## src/hdl/dbwp_pkg.sv

```systemverilog
package dbwp_pkg;

  localparam int unsigned BYTE_W     = 8;
  localparam int unsigned WORD_W     = 32;
  localparam int unsigned GATHER_W   = 24;
  localparam int unsigned COUNT_W    = 48;
  localparam int unsigned FMT_W      = 2;
  localparam int unsigned SLOT_W     = 2;
  localparam int unsigned CFG_IDX_W  = 2;
  localparam int unsigned CFG_DATA_W = 48;

  // output formats
  localparam logic [FMT_W-1:0] FMT_U8  = 2'd0;
  localparam logic [FMT_W-1:0] FMT_U16 = 2'd1;
  localparam logic [FMT_W-1:0] FMT_U32 = 2'd2;
  localparam logic [FMT_W-1:0] FMT_DOP = 2'd3;

  // register indexes
  localparam logic [CFG_IDX_W-1:0] CFG_OUT_FORMAT  = 2'd0;
  localparam logic [CFG_IDX_W-1:0] CFG_MONO        = 2'd1;
  localparam logic [CFG_IDX_W-1:0] CFG_BIT_REV     = 2'd2;
  localparam logic [CFG_IDX_W-1:0] CFG_TRACK_BYTES = 2'd3;

  localparam logic [BYTE_W-1:0] SILENCE_BYTE = 8'h69;

  typedef struct packed {
    logic              load;      // store byte into gather
    logic              emit;      // frame complete, result this beat
    logic              clear;     // drop gathered bytes
    logic [SLOT_W-1:0] slot;      // byte position of the incoming byte
    logic [SLOT_W-1:0] len_m1;    // frame length minus one
    logic [FMT_W-1:0]  fmt;
    logic              bit_rev;
    logic              mono;
    logic              last;
  } lane_ctl_t;

endpackage

```

## src/hdl/dbwp_lane.sv

```systemverilog
module dbwp_lane (
  input  logic                              clk,
  input  logic                              rst,
  input  dbwp_pkg::lane_ctl_t               ctl,
  input  logic [dbwp_pkg::BYTE_W-1:0]       byte_in,
  output logic [dbwp_pkg::WORD_W-1:0]       word
);

  logic [dbwp_pkg::GATHER_W-1:0] gather;
  logic [dbwp_pkg::GATHER_W-1:0] gather_next;
  logic [dbwp_pkg::BYTE_W-1:0]   b;
  logic [dbwp_pkg::BYTE_W-1:0]   gb [4];
  logic [dbwp_pkg::BYTE_W-1:0]   pb [4];

  // LSB-first sources: mirror each byte
  always_comb begin
    for (int i = 0; i < dbwp_pkg::BYTE_W; i++) begin
      b[i] = ctl.bit_rev ? byte_in[dbwp_pkg::BYTE_W-1-i] : byte_in[i];
    end
  end

  always_comb begin
    gather_next = gather;
    if (ctl.clear) begin
      gather_next = '0;
    end else if (ctl.load) begin
      case (ctl.slot)
        2'd0:    gather_next[23:16] = gather[23:16] | b;
        2'd1:    gather_next[15:8]  = gather[15:8]  | b;
        default: gather_next[7:0]   = gather[7:0]   | b;
      endcase
    end
  end

  always_ff @(posedge clk) begin
    if (rst) begin
      gather <= '0;
    end else begin
      gather <= gather_next;
    end
  end

  assign gb[0] = gather[23:16];
  assign gb[1] = gather[15:8];
  assign gb[2] = gather[7:0];
  assign gb[3] = '0;

  // byte k of the full frame: earlier bytes, newest byte, silence padding
  always_comb begin
    for (int k = 0; k < 4; k++) begin
      pb[k] = gb[k]
            | ((2'(k) == ctl.slot) ? b : '0)
            | ((2'(k) > ctl.slot && 2'(k) <= ctl.len_m1) ? dbwp_pkg::SILENCE_BYTE : '0);
    end
  end

  always_comb begin
    case (ctl.fmt)
      dbwp_pkg::FMT_U8:  word = {pb[0], 24'h0};
      dbwp_pkg::FMT_U16: word = {pb[0], pb[1], 16'h0};
      dbwp_pkg::FMT_U32: word = {pb[0], pb[1], pb[2], pb[3]};
      default:           word = {8'h0, pb[0], pb[1], 8'h0};
    endcase
  end

endmodule

```

## src/hdl/dbwp_ctrl.sv

```systemverilog
module dbwp_ctrl (
  input  logic                                clk,
  input  logic                                rst,
  input  logic                                cfg_we,
  input  logic [dbwp_pkg::CFG_IDX_W-1:0]      cfg_index,
  input  logic [dbwp_pkg::CFG_DATA_W-1:0]     cfg_data,
  input  logic                                in_fire,
  output dbwp_pkg::lane_ctl_t                 ctl
);

  logic [dbwp_pkg::FMT_W-1:0]   out_format;
  logic                         mono;
  logic                         bit_rev;
  logic [dbwp_pkg::COUNT_W-1:0] remaining;
  logic                         finished;
  logic [dbwp_pkg::SLOT_W-1:0]  byte_slot;

  logic [dbwp_pkg::SLOT_W-1:0]  len_m1;
  logic [dbwp_pkg::SLOT_W-1:0]  slot_eff;
  logic                         active;
  logic                         last;
  logic                         emit;
  logic                         load;
  logic                         cfg_clear;

  always_comb begin
    case (out_format)
      dbwp_pkg::FMT_U8:  len_m1 = 2'd0;
      dbwp_pkg::FMT_U32: len_m1 = 2'd3;
      default:           len_m1 = 2'd1;
    endcase
  end

  assign slot_eff  = (byte_slot > len_m1) ? len_m1 : byte_slot;
  assign active    = in_fire && !finished && (remaining != '0);
  assign last      = (remaining == dbwp_pkg::COUNT_W'(1));
  assign emit      = active && ((slot_eff == len_m1) || last);
  assign load      = active && !emit;
  assign cfg_clear = cfg_we && (cfg_index == dbwp_pkg::CFG_OUT_FORMAT ||
                                cfg_index == dbwp_pkg::CFG_TRACK_BYTES);

  always_comb begin
    ctl.load      = load;
    ctl.emit      = emit;
    ctl.clear     = emit || cfg_clear;
    ctl.slot      = slot_eff;
    ctl.len_m1    = len_m1;
    ctl.fmt       = out_format;
    ctl.bit_rev   = bit_rev;
    ctl.mono      = mono;
    ctl.last      = last;
  end

  always_ff @(posedge clk) begin
    if (rst) begin
      out_format <= dbwp_pkg::FMT_U8;
      mono       <= 1'b0;
      bit_rev    <= 1'b0;
      remaining  <= '0;
      finished   <= 1'b0;
      byte_slot  <= '0;
    end else if (cfg_we) begin
      case (cfg_index)
        dbwp_pkg::CFG_OUT_FORMAT: begin
          out_format <= cfg_data[dbwp_pkg::FMT_W-1:0];
          byte_slot  <= '0;
        end
        dbwp_pkg::CFG_MONO:    mono    <= cfg_data[0];
        dbwp_pkg::CFG_BIT_REV: bit_rev <= cfg_data[0];
        dbwp_pkg::CFG_TRACK_BYTES: begin
          remaining <= cfg_data[dbwp_pkg::COUNT_W-1:0];
          finished  <= 1'b0;
          byte_slot <= '0;
        end
        default: ;
      endcase
    end else if (active) begin
      remaining <= remaining - dbwp_pkg::COUNT_W'(1);
      if (emit) begin
        byte_slot <= '0;
        if (last) begin
          finished <= 1'b1;
        end
      end else begin
        byte_slot <= slot_eff + dbwp_pkg::SLOT_W'(1);
      end
    end
  end

  a_no_work_when_finished: assert property (@(posedge clk) disable iff (rst)
    finished |-> !(emit || load))
    else $error("byte taken after end of track");

  a_last_sets_finished: assert property (@(posedge clk) disable iff (rst)
    (emit && last && !cfg_we) |=> finished)
    else $error("last frame did not close the track");

endmodule

```

## src/hdl/dbwp_merge.sv

```systemverilog
module dbwp_merge (
  input  logic                              clk,
  input  logic                              rst,
  input  dbwp_pkg::lane_ctl_t               ctl,
  input  logic [dbwp_pkg::WORD_W-1:0]       left_word,
  input  logic [dbwp_pkg::WORD_W-1:0]       right_word,
  output logic                              s_tready,
  output logic                              m_tvalid,
  input  logic                              m_tready,
  output logic [2*dbwp_pkg::WORD_W-1:0]     m_tdata,
  output logic                              m_tlast
);

  logic [2*dbwp_pkg::WORD_W-1:0] res_data;
  logic                          out_valid;
  logic [2*dbwp_pkg::WORD_W-1:0] out_data;
  logic                          out_last;
  logic                          skid_valid;
  logic [2*dbwp_pkg::WORD_W-1:0] skid_data;
  logic                          skid_last;

  assign res_data = {(ctl.mono ? left_word : right_word), left_word};

  always_ff @(posedge clk) begin
    if (rst) begin
      out_valid  <= 1'b0;
      skid_valid <= 1'b0;
    end else if (m_tready || !out_valid) begin
      // advance: skid first, else the fresh result
      if (skid_valid) begin
        out_valid  <= 1'b1;
        out_data   <= skid_data;
        out_last   <= skid_last;
        skid_valid <= 1'b0;
      end else begin
        out_valid <= ctl.emit;
        out_data  <= res_data;
        out_last  <= ctl.last;
      end
    end else if (ctl.emit) begin
      // hold the result aside while the output stalls
      skid_valid <= 1'b1;
      skid_data  <= res_data;
      skid_last  <= ctl.last;
    end
  end

  assign s_tready = !skid_valid;
  assign m_tvalid = out_valid;
  assign m_tdata  = out_data;
  assign m_tlast  = out_last;

  a_skid_behind_out: assert property (@(posedge clk) disable iff (rst)
    skid_valid |-> out_valid)
    else $error("skid holds a beat with empty output stage");

endmodule

```

## src/hdl/dsd_byte_to_word_packer.sv

```systemverilog
// Each frame's result is registered in the output stage, or in the skid stage if stalled.
// One byte pair per cycle while s_tready is high; a frame of 1, 2 or 4 beats gives one result.
// Output register plus skid stage keep s_tready high through one stalled result.
// Reset (rst, synchronous): control, gather and valid registers zero, U8 format, empty track;
// every beat is dropped until track_bytes is written.
module dsd_byte_to_word_packer (
  input  logic                                clk,
  input  logic                                rst,
  input  logic                                cfg_we,
  input  logic [dbwp_pkg::CFG_IDX_W-1:0]      cfg_index,
  input  logic [dbwp_pkg::CFG_DATA_W-1:0]     cfg_data,
  input  logic                                s_tvalid,
  output logic                                s_tready,
  input  logic [2*dbwp_pkg::BYTE_W-1:0]       s_tdata,   // right_byte, left_byte
  output logic                                m_tvalid,
  input  logic                                m_tready,
  output logic [2*dbwp_pkg::WORD_W-1:0]       m_tdata,   // right_word (left_word when mono), left_word
  output logic                                m_tlast    // track_end
);

  dbwp_pkg::lane_ctl_t           ctl;
  logic                          in_fire;
  logic [dbwp_pkg::WORD_W-1:0]   left_word;
  logic [dbwp_pkg::WORD_W-1:0]   right_word;

  assign in_fire = s_tvalid && s_tready;

  dbwp_ctrl u_ctrl (
    .clk       (clk),
    .rst       (rst),
    .cfg_we    (cfg_we),
    .cfg_index (cfg_index),
    .cfg_data  (cfg_data),
    .in_fire   (in_fire),
    .ctl       (ctl)
  );

  dbwp_lane u_lane_left (
    .clk     (clk),
    .rst     (rst),
    .ctl     (ctl),
    .byte_in (s_tdata[dbwp_pkg::BYTE_W-1:0]),
    .word    (left_word)
  );

  dbwp_lane u_lane_right (
    .clk     (clk),
    .rst     (rst),
    .ctl     (ctl),
    .byte_in (s_tdata[2*dbwp_pkg::BYTE_W-1:dbwp_pkg::BYTE_W]),
    .word    (right_word)
  );

  dbwp_merge u_merge (
    .clk        (clk),
    .rst        (rst),
    .ctl        (ctl),
    .left_word  (left_word),
    .right_word (right_word),
    .s_tready   (s_tready),
    .m_tvalid   (m_tvalid),
    .m_tready   (m_tready),
    .m_tdata    (m_tdata),
    .m_tlast    (m_tlast)
  );

endmodule
```

## config.mk

```make
export PLATFORM = sky130hd
export DESIGN_NAME = dsd_byte_to_word_packer
export DESIGN_NICKNAME = d
export VERILOG_FILES = /design/src/hdl/dbwp_pkg.sv /design/src/hdl/dbwp_lane.sv /design/src/hdl/dbwp_ctrl.sv /design/src/hdl/dbwp_merge.sv /design/src/hdl/dsd_byte_to_word_packer.sv
export SDC_FILE = /design/constraint.sdc
export NUM_CORES = 1
export LEC_CHECK = 0
export BUFFER_PORTS_ARGS = -buffer_cell sky130_fd_sc_hd__buf_2
export CAP_MARGIN = 20
export CORE_MARGIN = 2
export CORE_UTILIZATION = 53
export CTS_BUF_LIST = sky130_fd_sc_hd__clkbuf_16
export DETAILED_ROUTE_END_ITERATION = 10
export GPL_TIMING_DRIVEN = 0
export PLACE_DENSITY = 0.75
export SKIP_LAST_GASP = 1
export SLEW_MARGIN = 0
export SYNTH_ARGS = -nofsm -noshare
export SYNTH_HDL_FRONTEND = slang
export SYNTH_SLANG_ARGS = --single-unit
```

## constraint.sdc

```tcl
create_clock -name clk -period 7.8 [get_ports clk]
set_clock_uncertainty 0.15 [all_clocks]
set_input_delay 0.78 -clock clk [delete_from_list [all_inputs] [get_ports clk]]
set_output_delay 0.78 -clock clk [all_outputs]
set_load 0.03 [all_outputs]
```

==> results of run 1 <==
synth_stat cells (5+ instances only):
| library cell | number |
|---|---|
| a21oi_1 | 102 |
| buf_2 | 12 |
| buf_1 | 8 |
| mux2i_1 | 16 |
| a211oi_1 | 40 |
| clkbuf_1 | 57 |
| edfxtp_1 | 130 |
| nand2_1 | 142 |
| a211o_1 | 9 |
| buf_6 | 5 |
| ha_1 | 15 |
| nor4_1 | 12 |
| nor2_1 | 135 |
| nand2b_1 | 5 |
| dfxtp_1 | 105 |
| inv_1 | 15 |
| o31ai_1 | 29 |
| nand3_1 | 16 |
| or3_1 | 7 |
| a22oi_1 | 16 |
| o21a_1 | 16 |
| o41ai_1 | 7 |
| nor3_1 | 34 |
| mux2_2 | 65 |
| o21ai_0 | 88 |
| a31oi_1 | 22 |
state kept, by name, summed over array words and instances, names as in the netlist:
register and flops:
u_ctrl.finished 1, u_merge.skid_data 64, u_lane_right.gather 24, u_ctrl.bit_rev 1
u_merge.skid_valid 1, u_merge.m_tvalid 1, u_ctrl.byte_slot 2, u_ctrl.mono 1
u_ctrl.out_format 2, u_lane_left.gather 24, u_merge.m_tdata 64, u_ctrl.remaining 48
u_merge.m_tlast 1, u_merge.skid_last 1
how the worst max path moves through the flow:
stage                              start               endpoint  slack [ns]  depth (start not counted)
global route        u_ctrl.out_format[0]    u_merge.m_tdata[44]        2.01                         16
detailed placement  u_ctrl.out_format[0]    u_merge.m_tdata[44]        2.56                         16
global placement    u_ctrl.out_format[0]  u_merge.skid_data[33]       -2.95                         11
finish              u_ctrl.out_format[0]    u_merge.m_tdata[44]        2.33                         16
floorplan           u_ctrl.out_format[0]   u_merge.skid_data[0]        0.02                         11
CTS                 u_ctrl.out_format[0]    u_merge.m_tdata[44]        2.53                         16
metrics by stage:
stage	hold slack [ns]	setup WS, ns	setup TNS [ns]	power (W)	area [um2]
5_1_grt	0.337	2.01	0	0.00333	13500
3_5_place_dp	0.305	2.56	0	0.00193	12600
3_3_place_gp	0.297	-2.95	-190.93	0.00193	12500
4_1_cts	0.320	2.53	0	0.00322	13500
6_report	0.320	2.33	0	0.00323	13500
2_1_floorplan	0.288	0.0243	0	0.00177	11500
cell families (layout without fill, tap and decap cells):
kind of cell	count (synthesis)	after routing	share of synthesized area, %
buf+inv	99	288	3.68
simple gates	390	390	15.5
fa+ha+maj	15	15	1.63
compound gates	352	352	19.0
xor+xnor	3	3	0.228
flops	235	235	52.2
mux	81	81	7.75
layer usage:
metal	vias to the layer above	share of wire, %
li1	4692	-
met2	617	44
met3	117	12
met1	4750	41
met5	-	0
met4	0	3.7
critical path, cell delays in order (launching register included):
cell and delay [ns]:
dfxtp_1 0.38, clkbuf_1 0.38, nor2_1 0.20, inv_1 0.23, buf_1 0.46, ha_1 0.34
nor2b_1 0.13, o21ai_0 0.34, o21ai_0 0.35, inv_1 0.20, ha_1 0.25, clkbuf_1 0.44
a211oi_1 0.17, a211oi_1 0.73, nand2_1 0.14, o21ai_0 0.21, mux2_2 0.24
final cells by class:
type	count	area [um2]	share of cell area, %
Clock buffer	25	626	4.62
Buffer	82	360	2.66
Multi-Input combinational cell	841	5100	37.7
Inverter	17	63.8	0.472
Sequential cell	235	6010	44.4
Timing Repair Buffer	143	762	5.63
Clock inverter	21	272	2.01
Tap cell	275	344	2.54
power by group:
part | switching (W) | total [W] | internal, W
clock | 0.000515 | 0.00130 | 0.000788
sequential | 0.0000338 | 0.00140 | 0.00137
combinational | 0.000364 | 0.000525 | 0.000161
total | 0.000913 | 0.00323 | 0.00232
==> results by stage, run 1 <==
Logic synthesis:
- The share of flip-flops with an asynchronous set or reset is 0%.
- Synthesis handed over a netlist of between 1000 and 1500 instances.
- The share of synthesized area in the top cell type comes to 33.9%.
- The average instance in the mapped netlist occupies 9.80 um2.
- The sequential cell area fraction in the yosys report is between 50% and 60%.
- After synthesis the netlist holds a flip-flop and latch count of approximately 240.
- The number of enable-type register cells in the synthesized netlist is 130.
- The net count of the mapped netlist is 1261.
- By area the synthesized netlist is led by edfxtp_1 (34%), dfxtp_1 (18%), mux2_2 (6.4%), nand2_1 (4.6%), a21oi_1 (4.4%).
- Yosys printed 0 warnings.
- In this run the cell area of the synthesized design comes to 11500 um2.
- The count of distinct cell types in the synthesized netlist is 57.
- The synthesized design spends more area on one cell type than any other, namely edfxtp_1.
- For this run, the leading register cell type out of synthesis is edfxtp_1.

Clock network:
- Post-CTS repair changed the size of 0 cells.
- The buffer cell driving the clock tree root is clkbuf_16.
- The clock drives 235 sinks.
- The post-cts hold buffer count is 0.
- TritonCTS created 25 clock buffers.
- The clock tree from TritonCTS is done.
- The register clock-pin slew on the reported worst setup and hold paths is around 0.070 ns.
- The H-tree depth is 1.
- The maximum number of buffers from clock root to sink is 3.
- The clock latency on the worst-skew pair is between 0.5 and 0.6 ns.
- After clock tree synthesis, the setup repair step added 0 buffers.

Floorplanning:
- The overall die width is approximately 150 um.
- The top-level port count is 138.
- The floorplan core area is roughly 21000 um2.
- The initial utilization of the core area, before any placement, comes to a little over half.
- The vertical extent of the die is between 150 and 200 um.
- The die covers roughly 23000 um2.
- The total number of placement rows is 53.

Global routing:
- The first-pass GRT wire length is approximately 53000 um.
- Global routing used a little under a third of the available tracks.
- The via count of the first global-routing pass is about 9700.
- The total overflow left after global routing is 0.
- The routing usage on met1 is approximately two fifths.
- The met2 routing resource usage after global routing is 46.2%.
- The most used routing layer is met2.
- For met3 alone, demand over resource in global routing was under 10%.
- Entering global routing, the biggest net connects 41 pins.
- The number of antenna violations at the first check in global routing is 0.

Setup path:
- Counting cells, the worst reg-to-reg path comes to 16.
- The critical register-to-register path endpoint is u_merge.m_tdata[44].
- The reg-to-reg startpoint is u_ctrl.out_format[0].
- STA classifies the critical path endpoint as a flip-flop.
- For the worst setup path, the data required time is around 8 ns.
- The start-to-end type of the worst setup path is reg2reg.
- The worst setup path is launched from a flip-flop.
- At the worst endpoint, the arrival time is about 5.7 ns.
- Across all register-to-register paths, the minimum setup slack is 2.33 ns.
- The maximum fanout along the worst path is 10.

Place:
- The routability congestion estimate from global placement is 0.993.
- The quantity of I/O buffers inserted on ports is around 140.
- The HPWL after detailed placement is 25300 um.
- The number of placed instances, taps included, is between 1500 and 2000.

Detailed routing:
- For this block, the routed nets add up to about 35000 um of wire.
- The count of nets left with antenna violations once routing finished came out at 0.
- Before antenna repair, the detailed router went through 5 iterations.
- The final routed DRC violation total is 0.
- Dividing the detail-routed via count by the number of cells gives around 6.2.
- The DRC violation total after the first TritonRoute iteration is about 1100.
- Dividing the detail-routed wire length by the instance count gives 21.4 um.
- The routed via count is between 10000 and 15000.

Timing:
- The maximum achievable frequency is 0.183 GHz.
- Setup repair after global routing left no endpoint under its margin.
- After layout, the worst path uses a little over two thirds of the clock period.
- The final count of hold timing violations was 0.
- The final number of max-transition violations came to 0.
- The worst path needs ~5.5 ns of the cycle, external delays included.
- The actual slew at the worst max-slew pin is 1.04 ns.
- Setup violations remaining at the end of the flow were counted as 0.
- The worst slew margin relative to its limit is approximately 30%.

Cells and area:
- The non-filler instance count after layout is approximately 1600.
- Once layout is complete, the utilization of the core stands at 64.0%.
- The area growth from synthesis to layout is 17.5%.
- The library cells used most frequently in the layout, excluding fill and tap cells, are buf_2 (149), nand2_1 (142), nor2_1 (135).
- The count of antenna diodes in the layout is 0.
- The layout has roughly 1800 filler cells.
- The final layout contains between 1000 and 1500 nets.
- Leaving out fill and tap cells, the most frequent cell in the layout is buf_2.
- The share of layout cells above drive strength 1 is between 20 and 25%.

Worst hold path:
- The sink of the worst hold path is u_lane_right.gather[14].
- In this run the most critical hold path is launched from u_lane_right.gather[14].
- The path type of the worst min-delay path is reg2reg.
- Along the worst hold path, the cell count comes to 1.

Power:
- IR analysis of the VDD net gives a maximum drop of approximately 150 uV.
- In this run the power density over the cells is 239 nW/um2.
- In this run the static leakage power is slightly above 5 nW.

Job:
- The tool flagged a number of max-cap violations equal to 0.

Status:
- The flow ran to the end, and the final reports show no timing, DRC or antenna violations.
(Power assumes the default switching activity.)
==> inputs of run 2 (changes only) <==
CORE_UTILIZATION = 59   (was 53)
PLACE_DENSITY = 0.79   (was 0.75)
clock period = 5.4 ns   (was 7.8 ns; I/O delays follow)
==> results by stage, run 2 (synthesized netlist as in run 1, its figures left out) <==
Power:
- The power per standard cell area is between 300 and 400 nW/um2.
- The total leakage power is between 5 and 6 nW.
- The maximum vdd ir drop is 186 uV.

Timing:
- In this run the tightest slew margin relative to its limit is 44.6%.
- The actual slew at the worst max-slew pin is slightly above 0.8 ns.
- The final number of max-transition violations is 0.
- After layout, the worst path uses 95.3% of the clock period.
- The final count of hold timing violations is 0.
- The clock period minus final worst setup slack is between 5 and 6 ns.
- Setup repair after global routing left no endpoint under its margin.
- Based on the critical path, the design can be clocked at up to around 0.19 GHz.
- The count of endpoints failing setup in the final report is 0.
- The final worst slack is about 0.25 ns.

Cells and area:
- The area growth from synthesis to layout is 16.9%.
- Counting the fill cells in the layout gives between 1500 and 2000.
- The number of antenna diodes in the final layout is 0.
- The final net count is around 1400.
- The top cell types in the final layout, fill and taps aside, are buf_2 (149), nand2_1 (142), nor2_1 (135).
- Leaving out fill and tap cells, the most frequent cell in the layout is buf_2.
- Once layout is complete, the cells apart from fillers number around 1600.
- The share of layout cells above drive strength 1 is between 20% and 30%.

Setup path:
- STA classifies the critical path endpoint as a flip-flop.
- The worst setup path is launched from a flip-flop.
- The arrival time reported for the critical path endpoint is between 5 and 6 ns.
- The worst register-to-register path has a setup slack of roughly 0.25 ns.
- The critical path in this run is classified as reg2reg.
- The required arrival time at the worst endpoint is about 5.5 ns.
- The maximum fanout along the worst path is 10.

Detailed routing:
- The remaining antenna violation count is 0.
- The first detailed-routing pass took 6 iterations.
- After detailed routing, the number of remaining DRC violations is 0.
- Detailed routing inserted a total of 10222 vias.
- The top layer used by detailed routing is met4.
- Wire segments on met2 add up to around 15000 um in the final route.
- The DRC violation total after the first TritonRoute iteration is 1120.
- The per-cell via count in the routed design is roughly 6.3.
- The total wire length after detailed routing is 34200 um.
- Dividing the detail-routed wire length by the instance count gives between 20 and 25 um.
- After detailed routing, the wire length on met1 is 14200 um.
- The total met3 wirelength after detailed routing is between 4000 and 5000 um.

Clock network:
- At the later pin of the worst-skew pair, clock insertion delay measures about 0.53 ns.
- The clock tree from TritonCTS is done.
- The register clock-pin slew on the reported worst setup and hold paths is 0.06 ns.
- The maximum number of buffers from clock root to sink is 3.
- The tree is rooted in a clkbuf_16.
- The number of setup buffers added after CTS is 0.
- The clock drives about 240 sinks.
- In this run the number of H-tree levels came out at 1.
- TritonCTS created 24 clock buffers.

Global routing:
- The maximum number of pins on one net before global-route repair is 39.
- The first-pass GRT wire length is ~52000 um.
- The number of antenna violations at the first check in global routing came to 0.
- The via count of the first global-routing pass is 9601.
- The global-route total usage across every layer is approximately 33%.
- After global routing the overflow that remains totals 0.

Status:
- The flow ran to the end, and the final reports show no timing, DRC or antenna violations.

Floorplanning:
- Measured along the y axis, the die boundary spans roughly 140 um.
- Row generation in the floorplan step produced between 50 and 60 rows.
- The floorplan core area is approximately 19000 um2.
- The top-level port count is 138.
- Measured along the x axis, the die boundary spans approximately 140 um.
- The die area is slightly above 20000 um2.
- Once the floorplan was initialized, standard cells occupied between 50 and 60% of the core.

Worst hold path:
- In this run the worst hold path is classified as in2reg.

Job:
- Max-cap violations in this run came to 0.

Place:
- Detailed placement ended at an HPWL of 24300 um.
- The routability congestion estimate from global placement is about 0.99.
- The quantity of I/O buffers inserted on ports is between 100 and 150.
- Prior to clock tree synthesis, the placed netlist has a worst setup slack of slightly below 0.2 ns.
- The total placed cells including tap cells is ~1600.
[run 2: cell count changes in the layout (fill, tap and decap cells not counted), sizes merged]
cell / before / now
clkinv: 11 / 6
inv: 19 / 24
buf: 168 / 165
bufinv: 6 / 3
clkbuf: 82 / 84
[run 2: power breakdown]
group,leakage [nW],internal [W],switching [W]
Clock,0.420,0.00101,0.000709
Sequential,2.07,0.00197,0.0000482
Combinational,2.60,0.000234,0.000523
[run 2: worst max-delay path, cell delays in order, from the launching register on]
cell and delay, ns:
dfxtp_1 0.39, clkbuf_1 0.39, nor2_1 0.17, inv_1 0.23
clkbuf_2 0.34, ha_1 0.30, nor2b_1 0.13, o21ai_0 0.34
nand2_1 0.10, o21ai_1 0.25, inv_1 0.15, ha_1 0.27
clkbuf_1 0.27, a211oi_1 0.46, o22a_1 0.21, o21ai_0 0.21
nand2_1 0.15, nand2_1 0.10, mux2_2 0.27
[run 2: path summary, 6_finish.rpt]
path                                  to                    from  cells after the start
setup reg to reg     u_merge.m_tdata[54]    u_ctrl.out_format[0]                     18
hold / removal      u_ctrl.remaining[35]            cfg_data[35]                      3
setup / recovery     u_merge.m_tdata[54]    u_ctrl.out_format[0]                     18
hold reg to reg   u_lane_left.gather[15]  u_lane_left.gather[15]                      1
[run 2: metal layers]
layer / vias up / global-route usage [%]
met3: 97 / 7.36
met5: - / 0
met2: 642 / 50.3
met1: 4804 / 46.0
li1: 4679 / -
met4: 0 / 11.5
[run 2: cell type report]
class	instances	area (um2)	share of cell area, %
clock inverter	18	159	1.18
multi-input combinational	841	5120	38.1
sequential	235	6010	44.6
inverter	17	63.8	0.474
buffer	82	362	2.69
timing repair buffer	141	763	5.67
tap	265	332	2.46
clock buffer	26	651	4.83
[run 2: metrics by stage]
step | utilization, % | power, W | setup TNS [ns] | hold WS, ns | instance area (um2)
after CTS | 69.5 | 0.00447 | 0 | 0.129 | 13400
final | 69.6 | 0.00450 | 0 | 0.140 | 13500
after floorplan | - | 0.00255 | 0 | 0.288 | 11500
after global placement | 64.8 | 0.00278 | -38.62 | 0.298 | 12500
after global routing | 69.6 | 0.00462 | 0 | 0.150 | 13500
after detailed placement | 65.3 | 0.00279 | 0 | 0.305 | 12600
[run 2: what timing repair did]
item                                    in CTS  in global routing
hold buffers                                 0                  0
gates resized for setup                      0                  6
endpoints found under the setup margin       0                 36
